===== src/hdl/table_interpolated_drive_current_macros.svh =====
// Assertion helpers shared by the drive-current modules.
`ifndef TABLE_INTERPOLATED_DRIVE_CURRENT_MACROS_SVH
`define TABLE_INTERPOLATED_DRIVE_CURRENT_MACROS_SVH

// Same-cycle implication under reset.
`define TIDC_ASSERT_IMP(lbl, ck, rn, ante, cons) \
    lbl: assert property (@(posedge ck) disable iff (!rn) (ante) |-> (cons)) \
        else $error("tidc check failed");

// Next-cycle implication under reset.
`define TIDC_ASSERT_NXT(lbl, ck, rn, ante, cons) \
    lbl: assert property (@(posedge ck) disable iff (!rn) (ante) |=> (cons)) \
        else $error("tidc check failed");

`endif


===== src/hdl/tidc_pkg.sv =====
`timescale 1ns / 1ps

package tidc_pkg;

    localparam int POINTS     = 8;
    localparam int IDX_W      = $clog2(POINTS);
    localparam int NUM_TABLES = 4;
    localparam int TAB_W      = 2;
    localparam int ADDR_W     = TAB_W + IDX_W;
    localparam int DEPTH      = NUM_TABLES * POINTS;
    localparam int DATA_W     = 16;
    localparam int BOOST_W    = 9;
    localparam int TICK_MS    = 2;
    localparam int BOOST_CAP  = 500;
    localparam int PROD_W     = 2 * DATA_W;
    localparam int CNT_W      = $clog2(PROD_W);
    localparam int CFG_IDX_W  = 2;
    localparam int CFG_W      = 16;

    localparam logic [DATA_W-1:0]  STEP_TIME_RST    = 16'd100;
    localparam logic [BOOST_W-1:0] STEP_CURRENT_RST = 9'd10;
    localparam logic [DATA_W-1:0]  MAX_CURRENT_RST  = 16'd65535;

    typedef enum logic [TAB_W-1:0] {
        TAB_UP_ANG = 2'd0,
        TAB_UP_CUR = 2'd1,
        TAB_DN_ANG = 2'd2,
        TAB_DN_CUR = 2'd3
    } tab_t;

    typedef enum logic [1:0] {
        DIR_STOP = 2'd0,
        DIR_UP   = 2'd1,
        DIR_DOWN = 2'd2
    } dir_t;

    typedef enum logic {
        OP_DRIVE = 1'b0,
        OP_WRITE = 1'b1
    } op_t;

    typedef enum logic [CFG_IDX_W-1:0] {
        CFG_STEP_TIME    = 2'd0,
        CFG_STEP_CURRENT = 2'd1,
        CFG_MAX_CURRENT  = 2'd2
    } cfg_idx_t;

    typedef struct packed {
        logic [DATA_W-1:0]  step_time;
        logic [BOOST_W-1:0] step_current;
        logic [DATA_W-1:0]  max_current;
    } cfg_t;

    typedef struct packed {
        logic             load;
        logic             rd_cur;
        logic [IDX_W-1:0] rd_idx;
        logic             ang_step;
        logic             ang_found;
        logic             cap_c0;
        logic             cap_c1;
        logic             cap_base;
        logic             mul;
        logic             div_step;
        logic             quot;
        logic             commit;
    } cmd_t;

    typedef struct packed {
        logic move;
        logic lt;
    } stat_t;

endpackage


===== src/hdl/tidc_in_if.sv =====
`timescale 1ns / 1ps

interface tidc_in_if;
    logic                         valid;
    logic                         ready;
    logic                         operation;
    logic [1:0]                   direction;
    logic [tidc_pkg::DATA_W-1:0]  error_centideg;
    logic [tidc_pkg::TAB_W-1:0]   table_select;
    logic [tidc_pkg::IDX_W-1:0]   table_index;
    logic [tidc_pkg::DATA_W-1:0]  table_value;

    modport source (
        output valid, operation, direction, error_centideg,
        output table_select, table_index, table_value,
        input  ready
    );

    modport sink (
        input  valid, operation, direction, error_centideg,
        input  table_select, table_index, table_value,
        output ready
    );
endinterface


===== src/hdl/tidc_out_if.sv =====
`timescale 1ns / 1ps

interface tidc_out_if;
    logic                          valid;
    logic                          ready;
    logic [tidc_pkg::DATA_W-1:0]   up_drive;
    logic [tidc_pkg::DATA_W-1:0]   down_drive;
    logic [tidc_pkg::BOOST_W-1:0]  up_boost;
    logic [tidc_pkg::BOOST_W-1:0]  down_boost;

    modport source (
        output valid, up_drive, down_drive, up_boost, down_boost,
        input  ready
    );

    modport sink (
        input  valid, up_drive, down_drive, up_boost, down_boost,
        output ready
    );
endinterface


===== src/hdl/tidc_cfg.sv =====
`timescale 1ns / 1ps

module tidc_cfg (
    input  logic                             clk,
    input  logic                             rst_n,
    input  logic                             cfg_we,
    input  logic [tidc_pkg::CFG_IDX_W-1:0]   cfg_index,
    input  logic [tidc_pkg::CFG_W-1:0]       cfg_wdata,
    output tidc_pkg::cfg_t                   cfg
);

    tidc_pkg::cfg_t cfg_reg;
    tidc_pkg::cfg_t cfg_next;

    always_comb
    begin
        cfg_next = cfg_reg;
        if (cfg_we)
        begin
            case (cfg_index)
                tidc_pkg::CFG_STEP_TIME:
                begin
                    cfg_next.step_time = cfg_wdata[tidc_pkg::DATA_W-1:0];
                end
                tidc_pkg::CFG_STEP_CURRENT:
                begin
                    cfg_next.step_current = cfg_wdata[tidc_pkg::BOOST_W-1:0];
                end
                tidc_pkg::CFG_MAX_CURRENT:
                begin
                    cfg_next.max_current = cfg_wdata[tidc_pkg::DATA_W-1:0];
                end
                default:
                begin
                    cfg_next = cfg_reg;
                end
            endcase
        end
    end

    always_ff @(posedge clk or negedge rst_n)
    begin
        if (!rst_n)
        begin
            cfg_reg.step_time    <= tidc_pkg::STEP_TIME_RST;
            cfg_reg.step_current <= tidc_pkg::STEP_CURRENT_RST;
            cfg_reg.max_current  <= tidc_pkg::MAX_CURRENT_RST;
        end
        else
        begin
            cfg_reg <= cfg_next;
        end
    end

    assign cfg = cfg_reg;

endmodule


===== src/hdl/tidc_ctrl.sv =====
`timescale 1ns / 1ps
`include "table_interpolated_drive_current_macros.svh"

module tidc_ctrl (
    input  logic            clk,
    input  logic            rst_n,
    input  logic            in_valid,
    output logic            in_ready,
    output logic            out_valid,
    input  logic            out_ready,
    input  tidc_pkg::stat_t stat,
    output tidc_pkg::cmd_t  cmd
);

    typedef enum logic [12:0] {
        ST_IDLE     = 13'b0000000000001,
        ST_DECODE   = 13'b0000000000010,
        ST_RD_ANG   = 13'b0000000000100,
        ST_CMP_ANG  = 13'b0000000001000,
        ST_RD_C0    = 13'b0000000010000,
        ST_RD_C1    = 13'b0000000100000,
        ST_CAP_C1   = 13'b0000001000000,
        ST_MUL      = 13'b0000010000000,
        ST_DIV      = 13'b0000100000000,
        ST_QUOT     = 13'b0001000000000,
        ST_RD_BASE  = 13'b0010000000000,
        ST_CAP_BASE = 13'b0100000000000,
        ST_COMMIT   = 13'b1000000000000
    } state_t;

    localparam logic [tidc_pkg::IDX_W-1:0] IDX_LAST =
        tidc_pkg::IDX_W'(tidc_pkg::POINTS - 1);
    localparam logic [tidc_pkg::CNT_W-1:0] CNT_LAST =
        tidc_pkg::CNT_W'(tidc_pkg::PROD_W - 1);

    state_t                       state_reg;
    state_t                       state_next;
    logic [tidc_pkg::IDX_W-1:0]   idx_reg;
    logic [tidc_pkg::IDX_W-1:0]   idx_next;
    logic [tidc_pkg::CNT_W-1:0]   cnt_reg;
    logic [tidc_pkg::CNT_W-1:0]   cnt_next;
    logic                         out_valid_reg;
    logic                         out_valid_next;

    assign in_ready  = (state_reg == ST_IDLE);
    assign out_valid = out_valid_reg;

    always_comb
    begin
        cmd            = '0;
        cmd.rd_idx     = idx_reg;
        state_next     = state_reg;
        idx_next       = idx_reg;
        cnt_next       = cnt_reg;
        out_valid_next = out_valid_reg && !out_ready;
        case (state_reg)
            ST_IDLE:
            begin
                cmd.load = in_valid;
                if (in_valid)
                begin
                    state_next = ST_DECODE;
                end
            end
            ST_DECODE:
            begin
                idx_next   = '0;
                state_next = stat.move ? ST_RD_ANG : ST_COMMIT;
            end
            ST_RD_ANG:
            begin
                state_next = ST_CMP_ANG;
            end
            ST_CMP_ANG:
            begin
                if (stat.lt)
                begin
                    if (idx_reg == '0)
                    begin
                        state_next = ST_RD_BASE;
                    end
                    else
                    begin
                        cmd.ang_found = 1'b1;
                        state_next    = ST_RD_C0;
                    end
                end
                else
                begin
                    cmd.ang_step = 1'b1;
                    if (idx_reg == IDX_LAST)
                    begin
                        state_next = ST_RD_BASE;
                    end
                    else
                    begin
                        idx_next   = idx_reg + 1'b1;
                        state_next = ST_RD_ANG;
                    end
                end
            end
            ST_RD_C0:
            begin
                cmd.rd_cur = 1'b1;
                cmd.rd_idx = idx_reg - 1'b1;
                state_next = ST_RD_C1;
            end
            ST_RD_C1:
            begin
                cmd.rd_cur = 1'b1;
                cmd.cap_c0 = 1'b1;
                state_next = ST_CAP_C1;
            end
            ST_CAP_C1:
            begin
                cmd.cap_c1 = 1'b1;
                state_next = ST_MUL;
            end
            ST_MUL:
            begin
                cmd.mul    = 1'b1;
                cnt_next   = '0;
                state_next = ST_DIV;
            end
            ST_DIV:
            begin
                cmd.div_step = 1'b1;
                cnt_next     = cnt_reg + 1'b1;
                if (cnt_reg == CNT_LAST)
                begin
                    state_next = ST_QUOT;
                end
            end
            ST_QUOT:
            begin
                cmd.quot   = 1'b1;
                state_next = ST_COMMIT;
            end
            ST_RD_BASE:
            begin
                cmd.rd_cur = 1'b1;
                state_next = ST_CAP_BASE;
            end
            ST_CAP_BASE:
            begin
                cmd.cap_base = 1'b1;
                state_next   = ST_COMMIT;
            end
            ST_COMMIT:
            begin
                if (!out_valid_reg || out_ready)
                begin
                    cmd.commit     = 1'b1;
                    out_valid_next = 1'b1;
                    state_next     = ST_IDLE;
                end
            end
            default:
            begin
                state_next = ST_IDLE;
            end
        endcase
    end

    always_ff @(posedge clk or negedge rst_n)
    begin
        if (!rst_n)
        begin
            state_reg     <= ST_IDLE;
            idx_reg       <= '0;
            cnt_reg       <= '0;
            out_valid_reg <= 1'b0;
        end
        else
        begin
            state_reg     <= state_next;
            idx_reg       <= idx_next;
            cnt_reg       <= cnt_next;
            out_valid_reg <= out_valid_next;
        end
    end

    `TIDC_ASSERT_NXT(a_accept_decode, clk, rst_n, in_valid && in_ready, state_reg == ST_DECODE)
    `TIDC_ASSERT_NXT(a_div_done, clk, rst_n, state_reg == ST_DIV && cnt_reg == CNT_LAST, state_reg == ST_QUOT)
    `TIDC_ASSERT_NXT(a_commit_valid, clk, rst_n, cmd.commit, out_valid_reg && state_reg == ST_IDLE)

endmodule


===== src/hdl/tidc_dp.sv =====
`timescale 1ns / 1ps
`include "table_interpolated_drive_current_macros.svh"

module tidc_dp (
    input  logic                            clk,
    input  logic                            rst_n,
    input  tidc_pkg::cmd_t                  cmd,
    output tidc_pkg::stat_t                 stat,
    input  tidc_pkg::cfg_t                  cfg,
    input  logic                            operation,
    input  logic [1:0]                      direction,
    input  logic [tidc_pkg::DATA_W-1:0]     error_centideg,
    input  logic [tidc_pkg::TAB_W-1:0]      table_select,
    input  logic [tidc_pkg::IDX_W-1:0]      table_index,
    input  logic [tidc_pkg::DATA_W-1:0]     table_value,
    output logic [tidc_pkg::DATA_W-1:0]     up_drive,
    output logic [tidc_pkg::DATA_W-1:0]     down_drive,
    output logic [tidc_pkg::BOOST_W-1:0]    up_boost,
    output logic [tidc_pkg::BOOST_W-1:0]    down_boost
);

    localparam int DW = tidc_pkg::DATA_W;
    localparam int BW = tidc_pkg::BOOST_W;
    localparam int AW = tidc_pkg::ADDR_W;
    localparam int PW = tidc_pkg::PROD_W;
    localparam int IW = tidc_pkg::IDX_W;

    function automatic logic [BW-1:0] bump_boost(input logic [BW-1:0] boost,
                                                 input logic [BW-1:0] step);
        logic [BW:0] sum;
        sum = {1'b0, boost} + {1'b0, step};
        if (sum >= (BW+1)'(tidc_pkg::BOOST_CAP))
        begin
            return BW'(tidc_pkg::BOOST_CAP);
        end
        return sum[BW-1:0];
    endfunction

    function automatic logic [DW-1:0] saturate(input logic [DW-1:0] base,
                                               input logic [BW-1:0] boost,
                                               input logic [DW-1:0] limit);
        logic [DW:0] sum;
        sum = {1'b0, base} + (DW+1)'(boost);
        if (sum >= {1'b0, limit})
        begin
            return limit;
        end
        return sum[DW-1:0];
    endfunction

    logic [DW-1:0]  mem [tidc_pkg::DEPTH];

    logic           op_reg;
    logic [1:0]     dir_reg;
    logic [DW-1:0]  err_reg;
    logic [tidc_pkg::TAB_W-1:0] sel_reg;
    logic [IW-1:0]  idx_reg;
    logic [DW-1:0]  val_reg;

    logic [DW-1:0]  rd_data_reg;
    logic [DW-1:0]  ang_lo_reg;
    logic [DW-1:0]  ang_hi_reg;
    logic [DW-1:0]  c0_reg;
    logic [DW-1:0]  c1_reg;
    logic [DW-1:0]  base_reg;
    logic [PW-1:0]  dvd_reg;
    logic [DW-1:0]  rem_reg;
    logic           neg_reg;

    logic [DW-1:0]  up_drive_reg;
    logic [DW-1:0]  up_drive_next;
    logic [DW-1:0]  down_drive_reg;
    logic [DW-1:0]  down_drive_next;
    logic [BW-1:0]  up_boost_reg;
    logic [BW-1:0]  up_boost_next;
    logic [BW-1:0]  down_boost_reg;
    logic [BW-1:0]  down_boost_next;
    logic [DW-1:0]  up_timer_reg;
    logic [DW-1:0]  up_timer_next;
    logic [DW-1:0]  down_timer_reg;
    logic [DW-1:0]  down_timer_next;

    tidc_pkg::tab_t rd_tab;
    logic [AW-1:0]  rd_addr;
    logic [AW-1:0]  wr_addr;
    logic           wr_en;
    logic [DW-1:0]  dc_mag;
    logic [DW-1:0]  dx;
    logic [DW-1:0]  span;
    logic [PW-1:0]  prod;
    logic [DW:0]    rem_shift;
    logic [DW:0]    rem_sub;
    logic           rem_ge;
    logic [DW-1:0]  quot;
    logic [DW-1:0]  up_timer_inc;
    logic [DW-1:0]  down_timer_inc;

    always_comb
    begin
        if (dir_reg == tidc_pkg::DIR_DOWN)
        begin
            rd_tab = cmd.rd_cur ? tidc_pkg::TAB_DN_CUR : tidc_pkg::TAB_DN_ANG;
        end
        else
        begin
            rd_tab = cmd.rd_cur ? tidc_pkg::TAB_UP_CUR : tidc_pkg::TAB_UP_ANG;
        end
    end

    assign rd_addr = AW'(rd_tab) * AW'(tidc_pkg::POINTS) + AW'(cmd.rd_idx);
    assign wr_addr = AW'(sel_reg) * AW'(tidc_pkg::POINTS) + AW'(idx_reg);
    assign wr_en   = cmd.commit && (op_reg == tidc_pkg::OP_WRITE)
                     && ({1'b0, idx_reg} < (IW+1)'(tidc_pkg::POINTS));

    assign stat.lt   = err_reg < rd_data_reg;
    assign stat.move = (op_reg == tidc_pkg::OP_DRIVE)
                       && (dir_reg == tidc_pkg::DIR_UP || dir_reg == tidc_pkg::DIR_DOWN);

    assign dc_mag    = (c1_reg >= c0_reg) ? (c1_reg - c0_reg) : (c0_reg - c1_reg);
    assign dx        = err_reg - ang_lo_reg;
    assign span      = ang_hi_reg - ang_lo_reg;
    assign prod      = PW'(dc_mag) * PW'(dx);
    assign rem_shift = {rem_reg, dvd_reg[PW-1]};
    assign rem_ge    = rem_shift >= {1'b0, span};
    assign rem_sub   = rem_shift - {1'b0, span};
    assign quot      = dvd_reg[DW-1:0];

    assign up_timer_inc   = up_timer_reg + DW'(tidc_pkg::TICK_MS);
    assign down_timer_inc = down_timer_reg + DW'(tidc_pkg::TICK_MS);

    always_comb
    begin
        up_drive_next   = up_drive_reg;
        down_drive_next = down_drive_reg;
        up_boost_next   = up_boost_reg;
        down_boost_next = down_boost_reg;
        up_timer_next   = up_timer_reg;
        down_timer_next = down_timer_reg;
        if (cmd.commit && op_reg == tidc_pkg::OP_DRIVE)
        begin
            case (dir_reg)
                tidc_pkg::DIR_UP:
                begin
                    down_boost_next = '0;
                    down_timer_next = '0;
                    if (up_timer_inc >= cfg.step_time)
                    begin
                        up_timer_next = '0;
                        up_boost_next = bump_boost(up_boost_reg, cfg.step_current);
                    end
                    else
                    begin
                        up_timer_next = up_timer_inc;
                    end
                    up_drive_next = saturate(base_reg, up_boost_next, cfg.max_current);
                end
                tidc_pkg::DIR_DOWN:
                begin
                    up_boost_next = '0;
                    up_timer_next = '0;
                    if (down_timer_inc > cfg.step_time)
                    begin
                        down_timer_next = '0;
                        down_boost_next = bump_boost(down_boost_reg, cfg.step_current);
                    end
                    else
                    begin
                        down_timer_next = down_timer_inc;
                    end
                    down_drive_next = saturate(base_reg, down_boost_next, cfg.max_current);
                end
                default:
                begin
                    up_drive_next   = '0;
                    down_drive_next = '0;
                    up_boost_next   = '0;
                    down_boost_next = '0;
                    up_timer_next   = '0;
                    down_timer_next = '0;
                end
            endcase
        end
    end

    always_ff @(posedge clk)
    begin
        if (wr_en)
        begin
            mem[wr_addr] <= val_reg;
        end
        rd_data_reg <= mem[rd_addr];
    end

    always_ff @(posedge clk)
    begin
        if (cmd.load)
        begin
            op_reg  <= operation;
            dir_reg <= direction;
            err_reg <= error_centideg;
            sel_reg <= table_select;
            idx_reg <= table_index;
            val_reg <= table_value;
        end
        if (cmd.ang_step)
        begin
            ang_lo_reg <= rd_data_reg;
        end
        if (cmd.ang_found)
        begin
            ang_hi_reg <= rd_data_reg;
        end
        if (cmd.cap_c0)
        begin
            c0_reg <= rd_data_reg;
        end
        if (cmd.cap_c1)
        begin
            c1_reg <= rd_data_reg;
        end
        if (cmd.cap_base)
        begin
            base_reg <= rd_data_reg;
        end
        else if (cmd.quot)
        begin
            base_reg <= neg_reg ? (c0_reg - quot) : (c0_reg + quot);
        end
        if (cmd.mul)
        begin
            dvd_reg <= prod;
            rem_reg <= '0;
            neg_reg <= c1_reg < c0_reg;
        end
        else if (cmd.div_step)
        begin
            rem_reg <= rem_ge ? rem_sub[DW-1:0] : rem_shift[DW-1:0];
            dvd_reg <= {dvd_reg[PW-2:0], rem_ge};
        end
    end

    always_ff @(posedge clk or negedge rst_n)
    begin
        if (!rst_n)
        begin
            up_drive_reg   <= '0;
            down_drive_reg <= '0;
            up_boost_reg   <= '0;
            down_boost_reg <= '0;
            up_timer_reg   <= '0;
            down_timer_reg <= '0;
        end
        else
        begin
            up_drive_reg   <= up_drive_next;
            down_drive_reg <= down_drive_next;
            up_boost_reg   <= up_boost_next;
            down_boost_reg <= down_boost_next;
            up_timer_reg   <= up_timer_next;
            down_timer_reg <= down_timer_next;
        end
    end

    assign up_drive   = up_drive_reg;
    assign down_drive = down_drive_reg;
    assign up_boost   = up_boost_reg;
    assign down_boost = down_boost_reg;

    `TIDC_ASSERT_IMP(a_boost_cap, clk, rst_n, 1'b1, up_boost_reg <= BW'(tidc_pkg::BOOST_CAP) && down_boost_reg <= BW'(tidc_pkg::BOOST_CAP))
    `TIDC_ASSERT_IMP(a_one_boost, clk, rst_n, 1'b1, up_boost_reg == '0 || down_boost_reg == '0)
    `TIDC_ASSERT_IMP(a_rem_below_span, clk, rst_n, cmd.div_step, rem_reg < span)
    `TIDC_ASSERT_IMP(a_quot_fits, clk, rst_n, cmd.quot, dvd_reg[PW-1:DW] == '0)

endmodule


===== src/hdl/table_interpolated_drive_current.sv =====
`timescale 1ns / 1ps
// From input transfer to result: a table write or stop step goes from decode to commit;
// otherwise the angle table is scanned point by point through the single store read port,
// then the base current is read when the error lies below the first point or past the last,
// or else the bracketing currents are read and interpolated through a bit-serial divider.
// One item at a time: the next transfer is taken the cycle after the result loads.
// Reset clears drives, boosts, stall timers; config to 100, 10, 65535; store undefined.

module table_interpolated_drive_current (
    input  logic                            clk,
    input  logic                            rst_n,
    tidc_in_if.sink                         drv_in,
    tidc_out_if.source                      drv_out,
    input  logic                            cfg_we,
    input  logic [tidc_pkg::CFG_IDX_W-1:0]  cfg_index,
    input  logic [tidc_pkg::CFG_W-1:0]      cfg_wdata
);

    tidc_pkg::cfg_t  cfg;
    tidc_pkg::cmd_t  cmd;
    tidc_pkg::stat_t stat;

    tidc_cfg u_cfg (
        .clk       (clk),
        .rst_n     (rst_n),
        .cfg_we    (cfg_we),
        .cfg_index (cfg_index),
        .cfg_wdata (cfg_wdata),
        .cfg       (cfg)
    );

    tidc_ctrl u_ctrl (
        .clk       (clk),
        .rst_n     (rst_n),
        .in_valid  (drv_in.valid),
        .in_ready  (drv_in.ready),
        .out_valid (drv_out.valid),
        .out_ready (drv_out.ready),
        .stat      (stat),
        .cmd       (cmd)
    );

    tidc_dp u_dp (
        .clk            (clk),
        .rst_n          (rst_n),
        .cmd            (cmd),
        .stat           (stat),
        .cfg            (cfg),
        .operation      (drv_in.operation),
        .direction      (drv_in.direction),
        .error_centideg (drv_in.error_centideg),
        .table_select   (drv_in.table_select),
        .table_index    (drv_in.table_index),
        .table_value    (drv_in.table_value),
        .up_drive       (drv_out.up_drive),
        .down_drive     (drv_out.down_drive),
        .up_boost       (drv_out.up_boost),
        .down_boost     (drv_out.down_boost)
    );

endmodule

===== src/flat_wrapper.sv =====
// flat-port wrapper written by rule: the top's interface ports become plain ports
module table_interpolated_drive_current_flat 
  (clk, rst_n, cfg_we, cfg_index, cfg_wdata, drv_in_valid, drv_in_operation, drv_in_direction, drv_in_error_centideg, drv_in_table_select, drv_in_table_index, drv_in_table_value, drv_in_ready, drv_out_valid, drv_out_up_drive, drv_out_down_drive, drv_out_up_boost, drv_out_down_boost, drv_out_ready);
  tidc_in_if drv_in_i ();
  tidc_out_if drv_out_i ();
  input  logic clk;
  input  logic rst_n;
  input  logic cfg_we;
  input  logic [tidc_pkg::CFG_IDX_W-1:0] cfg_index;
  input  logic [tidc_pkg::CFG_W-1:0] cfg_wdata;
  input wire logic [$bits(drv_in_i.valid)-1:0] drv_in_valid;
  input wire logic [$bits(drv_in_i.operation)-1:0] drv_in_operation;
  input wire logic [$bits(drv_in_i.direction)-1:0] drv_in_direction;
  input wire logic [$bits(drv_in_i.error_centideg)-1:0] drv_in_error_centideg;
  input wire logic [$bits(drv_in_i.table_select)-1:0] drv_in_table_select;
  input wire logic [$bits(drv_in_i.table_index)-1:0] drv_in_table_index;
  input wire logic [$bits(drv_in_i.table_value)-1:0] drv_in_table_value;
  output wire logic [$bits(drv_in_i.ready)-1:0] drv_in_ready;
  output wire logic [$bits(drv_out_i.valid)-1:0] drv_out_valid;
  output wire logic [$bits(drv_out_i.up_drive)-1:0] drv_out_up_drive;
  output wire logic [$bits(drv_out_i.down_drive)-1:0] drv_out_down_drive;
  output wire logic [$bits(drv_out_i.up_boost)-1:0] drv_out_up_boost;
  output wire logic [$bits(drv_out_i.down_boost)-1:0] drv_out_down_boost;
  input wire logic [$bits(drv_out_i.ready)-1:0] drv_out_ready;
  assign drv_in_i.valid = drv_in_valid;
  assign drv_in_i.operation = drv_in_operation;
  assign drv_in_i.direction = drv_in_direction;
  assign drv_in_i.error_centideg = drv_in_error_centideg;
  assign drv_in_i.table_select = drv_in_table_select;
  assign drv_in_i.table_index = drv_in_table_index;
  assign drv_in_i.table_value = drv_in_table_value;
  assign drv_in_ready = drv_in_i.ready;
  assign drv_out_valid = drv_out_i.valid;
  assign drv_out_up_drive = drv_out_i.up_drive;
  assign drv_out_down_drive = drv_out_i.down_drive;
  assign drv_out_up_boost = drv_out_i.up_boost;
  assign drv_out_down_boost = drv_out_i.down_boost;
  assign drv_out_i.ready = drv_out_ready;
  table_interpolated_drive_current u_core (.clk(clk), .rst_n(rst_n), .drv_in(drv_in_i), .drv_out(drv_out_i), .cfg_we(cfg_we), .cfg_index(cfg_index), .cfg_wdata(cfg_wdata));
endmodule

===== config.mk =====
export PLATFORM = sky130hd
export DESIGN_NAME = table_interpolated_drive_current_flat
export DESIGN_NICKNAME = d
export VERILOG_FILES = /design/src/hdl/tidc_pkg.sv /design/src/hdl/tidc_in_if.sv /design/src/hdl/tidc_out_if.sv /design/src/hdl/tidc_cfg.sv /design/src/hdl/tidc_ctrl.sv /design/src/hdl/tidc_dp.sv /design/src/hdl/table_interpolated_drive_current.sv /design/src/flat_wrapper.sv
export VERILOG_INCLUDE_DIRS = /design/src /design/src/hdl
export SDC_FILE = /design/constraint.sdc
export NUM_CORES = 2
export LEC_CHECK = 0
export BUFFER_PORTS_ARGS = -buffer_cell sky130_fd_sc_hd__buf_2
export CAP_MARGIN = 25
export CORE_MARGIN = 1.5
export CORE_UTILIZATION = 55
export DETAILED_ROUTE_END_ITERATION = 8
export PLACE_DENSITY = 0.7
export SLEW_MARGIN = 20
export SYNTH_ARGS = -nofsm -noshare
export SYNTH_HDL_FRONTEND = slang
export SYNTH_HIERARCHICAL = 1
export SYNTH_SLANG_ARGS = --single-unit

===== constraint.sdc =====
create_clock -name clk -period 7.8 [get_ports clk]
set_input_delay 0.39 -clock clk [delete_from_list [all_inputs] [get_ports clk]]
set_output_delay 0.39 -clock clk [all_outputs]
set_load 0.1 [all_outputs]

# == Word-level counts from Yosys, hierarchy flattened ==
# Memory sizes are Yosys's and may differ from the RTL's. A register that Yosys moved wholly into a read port is not among the register bits.
# Index checks and enable logic that the tools add are counted.
# op_classes
addsub,18
n_mux,77
n_reduce_logical,23
order_cmp,10
shift,0
div_mod_pow,0
n_eq_ne,24
bitwise_logic,3
n_mul,1
# op_table
operator,n
16-bit 2-to-1 mux,13
13-bit one-hot mux with 12 select lines,1
9-bit 2-to-1 mux,12
16-bit subtractor,6
13-bit 2-to-1 mux,5
32-bit 2-to-1 mux,2
16-bit one-hot mux with 2 select lines,2
17-bit by 16-bit greater-or-equal comparator with 1-bit output,3
16-bit by 9-bit adder with 17-bit output,2
1-bit 2-to-1 mux,33
"16-bit by 2-bit adder with 16-bit output, second input constant",2
16-bit greater-or-equal comparator,2
16-bit < comparator,2
16-bit by 16-bit multiplier with 32-bit output,1
11-bit 2-to-1 mux,2
9-bit by 9-bit adder with 10-bit output,2
"10-bit by 9-bit greater-or-equal comparator with 1-bit output, second input constant",2
16-bit adder,1
16-bit > comparator,1
"13-bit by 1-bit equality test with 1-bit output, second input constant",1
"13-bit by 10-bit equality test with 1-bit output, second input constant",1
"13-bit by 11-bit equality test with 1-bit output, second input constant",1
"13-bit by 12-bit equality test with 1-bit output, second input constant",1
"13-bit equality test, second input constant",1
32 further kinds,57
# word_totals
ramBits,512
word_cells,184
out_inout_bits,52
reg_bits,314
latch_bits,0
mem_count,1
in_bits,63
romBits,0
# memory_table
name,depth,width,rd,rd_ports_with_merged_regs,wr,line_no,source
u_core.u_dp.mem,32,16,1,1,1,tidc_dp.sv:51,logic [DW-1:0] mem [tidc_pkg::DEPTH];

# == Depth between registers and ports, before layout ==
# logic_depth
ltp_word,17
depth_mapped,38
ltp_nobuf,34

# == Cells and area by module ==
# Netlist, hierarchy kept.
# modules_own_cells
module,instances,area_each_um2,cells_per_inst,seq_area_each_um2
tidc_dp,1,46469.6,3636,22611.7
tidc_cfg,1,1574.0,87,1052.3
tidc_ctrl,1,1328.8,139,551.8

# == Worst setup path after synthesis ==
# No wires, ideal clock.
# synth_timing
path_kind,flip-flop to flip-flop
startpoint,register u_core.u_dp.err_reg[0]
endpoint,register u_core.u_dp.dvd_reg[28] (data pin)
n_path_buf,0
stages_incl_launch_ff,33
slack_ns,-0.683
synth_period_minus_slack_ns,8.483
required_ns,7.540
setup_time_ns,0.260
arrival_time_ns,8.224
cell_sequence,edfxtp_1 -> inv_1 -> ha_1 -> inv_1 -> fa_1 -> a21o_1 -> a221oi_1 -> o21bai_1 -> a211oi_1 -> o21ai_0 -> a31oi_1 -> o21bai_1 -> xor2_1 -> nand2b_1 -> fa_1 -> fa_1 -> inv_1 -> fa_1 -> fa_1 -> fa_1 -> inv_1 -> fa_1 -> inv_1 -> ha_1 -> a21oi_1 -> o21ai_0 -> a311o_1 -> o311ai_2 -> a311oi_1 -> a211o_1 -> a21oi_2 -> xnor2_1 -> mux2_2
# synth_between
elab_chain_cells,3
# synth_rtl
element,line_no,source
"start, declared",tidc_dp.sv:55,logic [DW-1:0] err_reg;
"start signal, assigned",tidc_dp.sv:200,err_reg <= error_centideg;
16-bit subtractor,tidc_dp.sv:120,assign dx = err_reg - ang_lo_reg;
16-bit by 16-bit multiplier with 32-bit output,tidc_dp.sv:122,assign prod = PW'(dc_mag) * PW'(dx);
32-bit 2-to-1 mux,tidc_dp.sv:229,if (cmd.mul)
"end signal, assigned",tidc_dp.sv:231,dvd_reg <= prod;
"end signal, assigned",tidc_dp.sv:238,"dvd_reg <= {dvd_reg[PW-2:0], rem_ge};"
"end, declared",tidc_dp.sv:66,logic [PW-1:0] dvd_reg;
# No other way between the ends.
# A chain may end at the register's enable or synchronous reset.

# == Worst setup path in the final report ==
# layout_timing
startpoint,register u_core.u_dp.c0_reg[0]
endpoint,register u_core.u_dp.dvd_reg[28] (data pin)
# layout_between
elab_chain_cells,4
elab_cells_between_ends,6
classes_between,add/sub: 2; mul: 1; order compare: 1; mux: 2
# layout_rtl
element,line_no,source
"start, declared",tidc_dp.sv:63,logic [DW-1:0] c0_reg;
"start signal, assigned",tidc_dp.sv:215,c0_reg <= rd_data_reg;
16-bit subtractor or 16-bit greater-or-equal comparator (tied branches),tidc_dp.sv:119,assign dc_mag = (c1_reg >= c0_reg) ? (c1_reg - c0_reg) : (c0_reg - c1_reg);
16-bit 2-to-1 mux (*),tidc_dp.sv:119,
16-bit by 16-bit multiplier with 32-bit output (*),tidc_dp.sv:122,
32-bit 2-to-1 mux (*),tidc_dp.sv:229,
# Every way passes the cells marked *; elsewhere a longest branch is shown, timed or not.

==> out/metrics.yaml <==
clock_tree:
  cts.sink_count: 840
  clkLatencyLatePin_ns: 0.65
  clock-root-buffer: "clkbuf_16"
  clock_path_buffers: 3
  h-tree-depth: 3
  clock_tree_from_tritoncts: "yes"
  clk_transition_reported_paths_ns: 0.06
  cts_inserted_buffers: 86
logic_synthesis:
  synth_edf_count: 665
  postSynthCellCount: 3862
  post-synth-top-count-cell: "edfxtp_1"
  most_instantiated_cells_after_synthesis: "665 x edfxtp_1, 390 x inv_1, 325 x nand2_1, 320 x ha_1, 234 x nor2_1"
  synth_cell_type_count: 103
  yosysWarningCount: 6
  synthesis.area_per_instance_sq_um: 12.8
  asyncSetResetFlopFracSynth: 0.170
  synth_nets: 4449
  dominant_cell_type_by_area_after_synthesis: "edfxtp_1"
  synth_flop_cell: "edfxtp_1"
  ys_seq_area_frac: 0.490
  post_synth_instance_area_sq_um: 49400
  postSynthRegisterBits: 840
  ys_top_cells_by_area: "edfxtp_1 40%, fa_1 8.3%, ha_1 8.1%, mux4_2 7.3%, dfrtp_1 6.1%"
  post-synth-top-area-fraction: 0.404
sta:
  post-route-worst-setup-slack_ns: -0.482
  timing.final.setup_violations: 12
  fin_setup_tns_ns: -4.16
  report.final.slew_viol_count: 0
  finClkSkew_ns: 0.0335
  rsz0062_at_grt: "yes"
  report.final.hold_viol_count: 0
  layout_worst_path_cycle_share: 1.06
  max_slew_margin: 0.294
  timing_worst_slew_pin_value_ns: 1.06
  fmaxAchievable_ghz: 0.121
  fin_crit_ns: 8.28
worst_setup_path:
  cpMaxStageDelayCell: "fa_2"
  reg2reg_slack_ns: -0.48
  critical_setup_path_kind: "reg -> reg"
  critical_path.n_buffers_inverters: 8
  worst_setup_path_start_kind: "flop"
  gate_family_responsible_for_the_most_delay_along_the_worst_path: "adder cells"
  arrival_ns: 8.69
  max_stage_delay_ns: 0.59
  timing.critical_path.fanout_max: 6
  end_kind: "flop"
  worstPathRequired_ns: 8.20
  crit_path_frequent_cell: "fa_1"
floorplanning:
  dieWidth_um: 303
  rows: 109
  fp.coreArea_sq_um: 88600
  die_h_um: 303
  design.die.area_sq_um: 91600
  io-pin-count: 115
  starting_utilization_of_the_core_area: 0.557
routing:
  wl_per_cell_um: 22.7
  drc: 6
  drtAntennaViolNets: 0
  detailroute.via_count: 32500
  detailedRoute.firstIterationViolations: 2861
  dr.pass1.iters: 8
  vias_per_cell: 5.80
  wirelength_um: 127000
global_route:
  vias_in_the_first_global_route: 32700
  grt_max_degree: 93
  grt_antenna_before_repair: 7
  wire_length_of_the_first_global_routing_pass_um: 193000
  global_route.usage.total: 0.281
  global_route.overflow_total: 0
run_status:
  violations: "DRC, setup timing"
  outcome: "finished with violations"
place:
  dpl_worst_slack_ns: -0.721
  dp_cell_count: 5345
  detailedPlacementHpwl_um: 88400
  numPortBuffers: 114
  place_congestion: 0.951
min_path:
  min_path_type: "in -> reg"
run:
  max_cap_violations: 0
finish:
  layout.nets: 4963
  flow.area_growth_from_synthesis_pct: 18.8
  layout_cells_excl_fill: 5612
  largest_register_ff_count: 512
  layout_cells_sized_above_1: 0.259
metal layers:
layer  part of all wire  global-route usage
met4              0.029              0.0811
met1               0.41               0.381
met3              0.065              0.0397
met2               0.50               0.473
met5            0.00010                   0
cells in the final DEF (no fill, tap or decap), types with 18 or more instances in the layout:
cell / instances
nand3_1: 43
buf_6: 23
nand4_1: 18
o21ai_0: 118
mux2i_1: 44
xor2_1: 53
fa_2: 25
nand2_1: 303
nor3_1: 38
buf_4: 355
a21o_1: 102
a211oi_1: 20
and3_1: 36
nor2_1: 221
mux4_2: 160
dfxtp_1: 32
nand2b_1: 47
ha_4: 21
inv_1: 367
mux2_2: 61
dlygate4sd3_1: 41
clkbuf_16: 88
a21oi_1: 90
clkbuf_1: 20
dfrtp_1: 121
buf_2: 113
o31ai_1: 39
ha_1: 295
nand2_2: 20
inv_2: 23
xnor2_1: 102
fa_1: 179
edfxtp_1: 665
nor2b_1: 46
and2_1: 35
o21a_1: 22
dfstp_2: 22
xnor2_2: 20
final timing paths:
kind / cells past startpoint / from / to
setup / recovery: 35 / u_core/u_dp/c0_reg[0]$_DFFE_PP_ / u_core/u_dp/dvd_reg[28]$_DFFE_PP_
hold / removal: 2 / cfg_wdata[0] / u_core/u_cfg/cfg[16]$_DFFE_PN0P_
setup reg to reg: 35 / u_core/u_dp/c0_reg[0]$_DFFE_PP_ / u_core/u_dp/dvd_reg[28]$_DFFE_PP_
hold reg to reg: 2 / u_core/u_dp/up_drive[12]$_DFFE_PN0P_ / u_core/u_dp/up_drive[12]$_DFFE_PN0P_
max in group asynchronous: 3 / rst_n / u_core/u_dp/down_timer_reg[10]$_DFFE_PN0P_
min in group asynchronous: 2 / rst_n / u_core/u_dp/up_drive[15]$_DFFE_PN0P_
repair_timing:
action                                  CTS  global route
cloned                                    2             0
endpoints found under the setup margin   16            37
endpoints found under the hold margin   112             0
pin swaps                               112            61
buffers inserted                         38            25
hold buffers                             41             0
gates resized for setup                 110           103
logic make-up after synthesis:
group                      after synthesis  share of synthesized area
adders and majority gates              524                      0.164
muxes                                  277                     0.0985
xor gates and xnor gates               190                     0.0351
and+or+nand+nor                        934                     0.0913
buffers and inverters                  520                     0.0418
AOI/OAI and AO/OA                      577                     0.0791
DFF                                    840                      0.490
area by class of cell:
| type | count | area, sq um |
|---|---|---|
| tap | 1165 | 1460 |
| clock buffer | 115 | 2370 |
| sequential | 840 | 24200 |
| clock inverter | 43 | 472 |
| timing repair buffer | 553 | 4290 |
| inverter | 393 | 1480 |
| multi-input combinational | 2502 | 24400 |
| fill | 6390 | 30000 |
| antenna | 1 | 2.50 |
through the flow:
step	utilization	instance area [sq um]	hold WS, ns
global placement	0.608	53900	0.460
global route	0.662	58700	0.0241
floorplan	-	49800	0.0944
finish	0.662	58700	0.0454
CTS	0.654	58000	0.0150
detailed placement	0.608	53900	0.461
worst reg2reg max path: cells and delay by family, from the launching register on:
family | cells | cell delay (ns)
AND/OR/NAND/NOR | 4 | 0.39
multiplexers | 2 | 0.47
XOR/XNOR | 2 | 0.39
flip-flops | 1 | 0.41
AO/OA/AOI/OAI | 10 | 1.84
adder cells (fa/ha/maj) | 9 | 3.72
buffers and inverters | 8 | 0.80
Power is not shown: default switching activity piles up to over one toggle a cycle in this logic, so the estimate is an artifact.
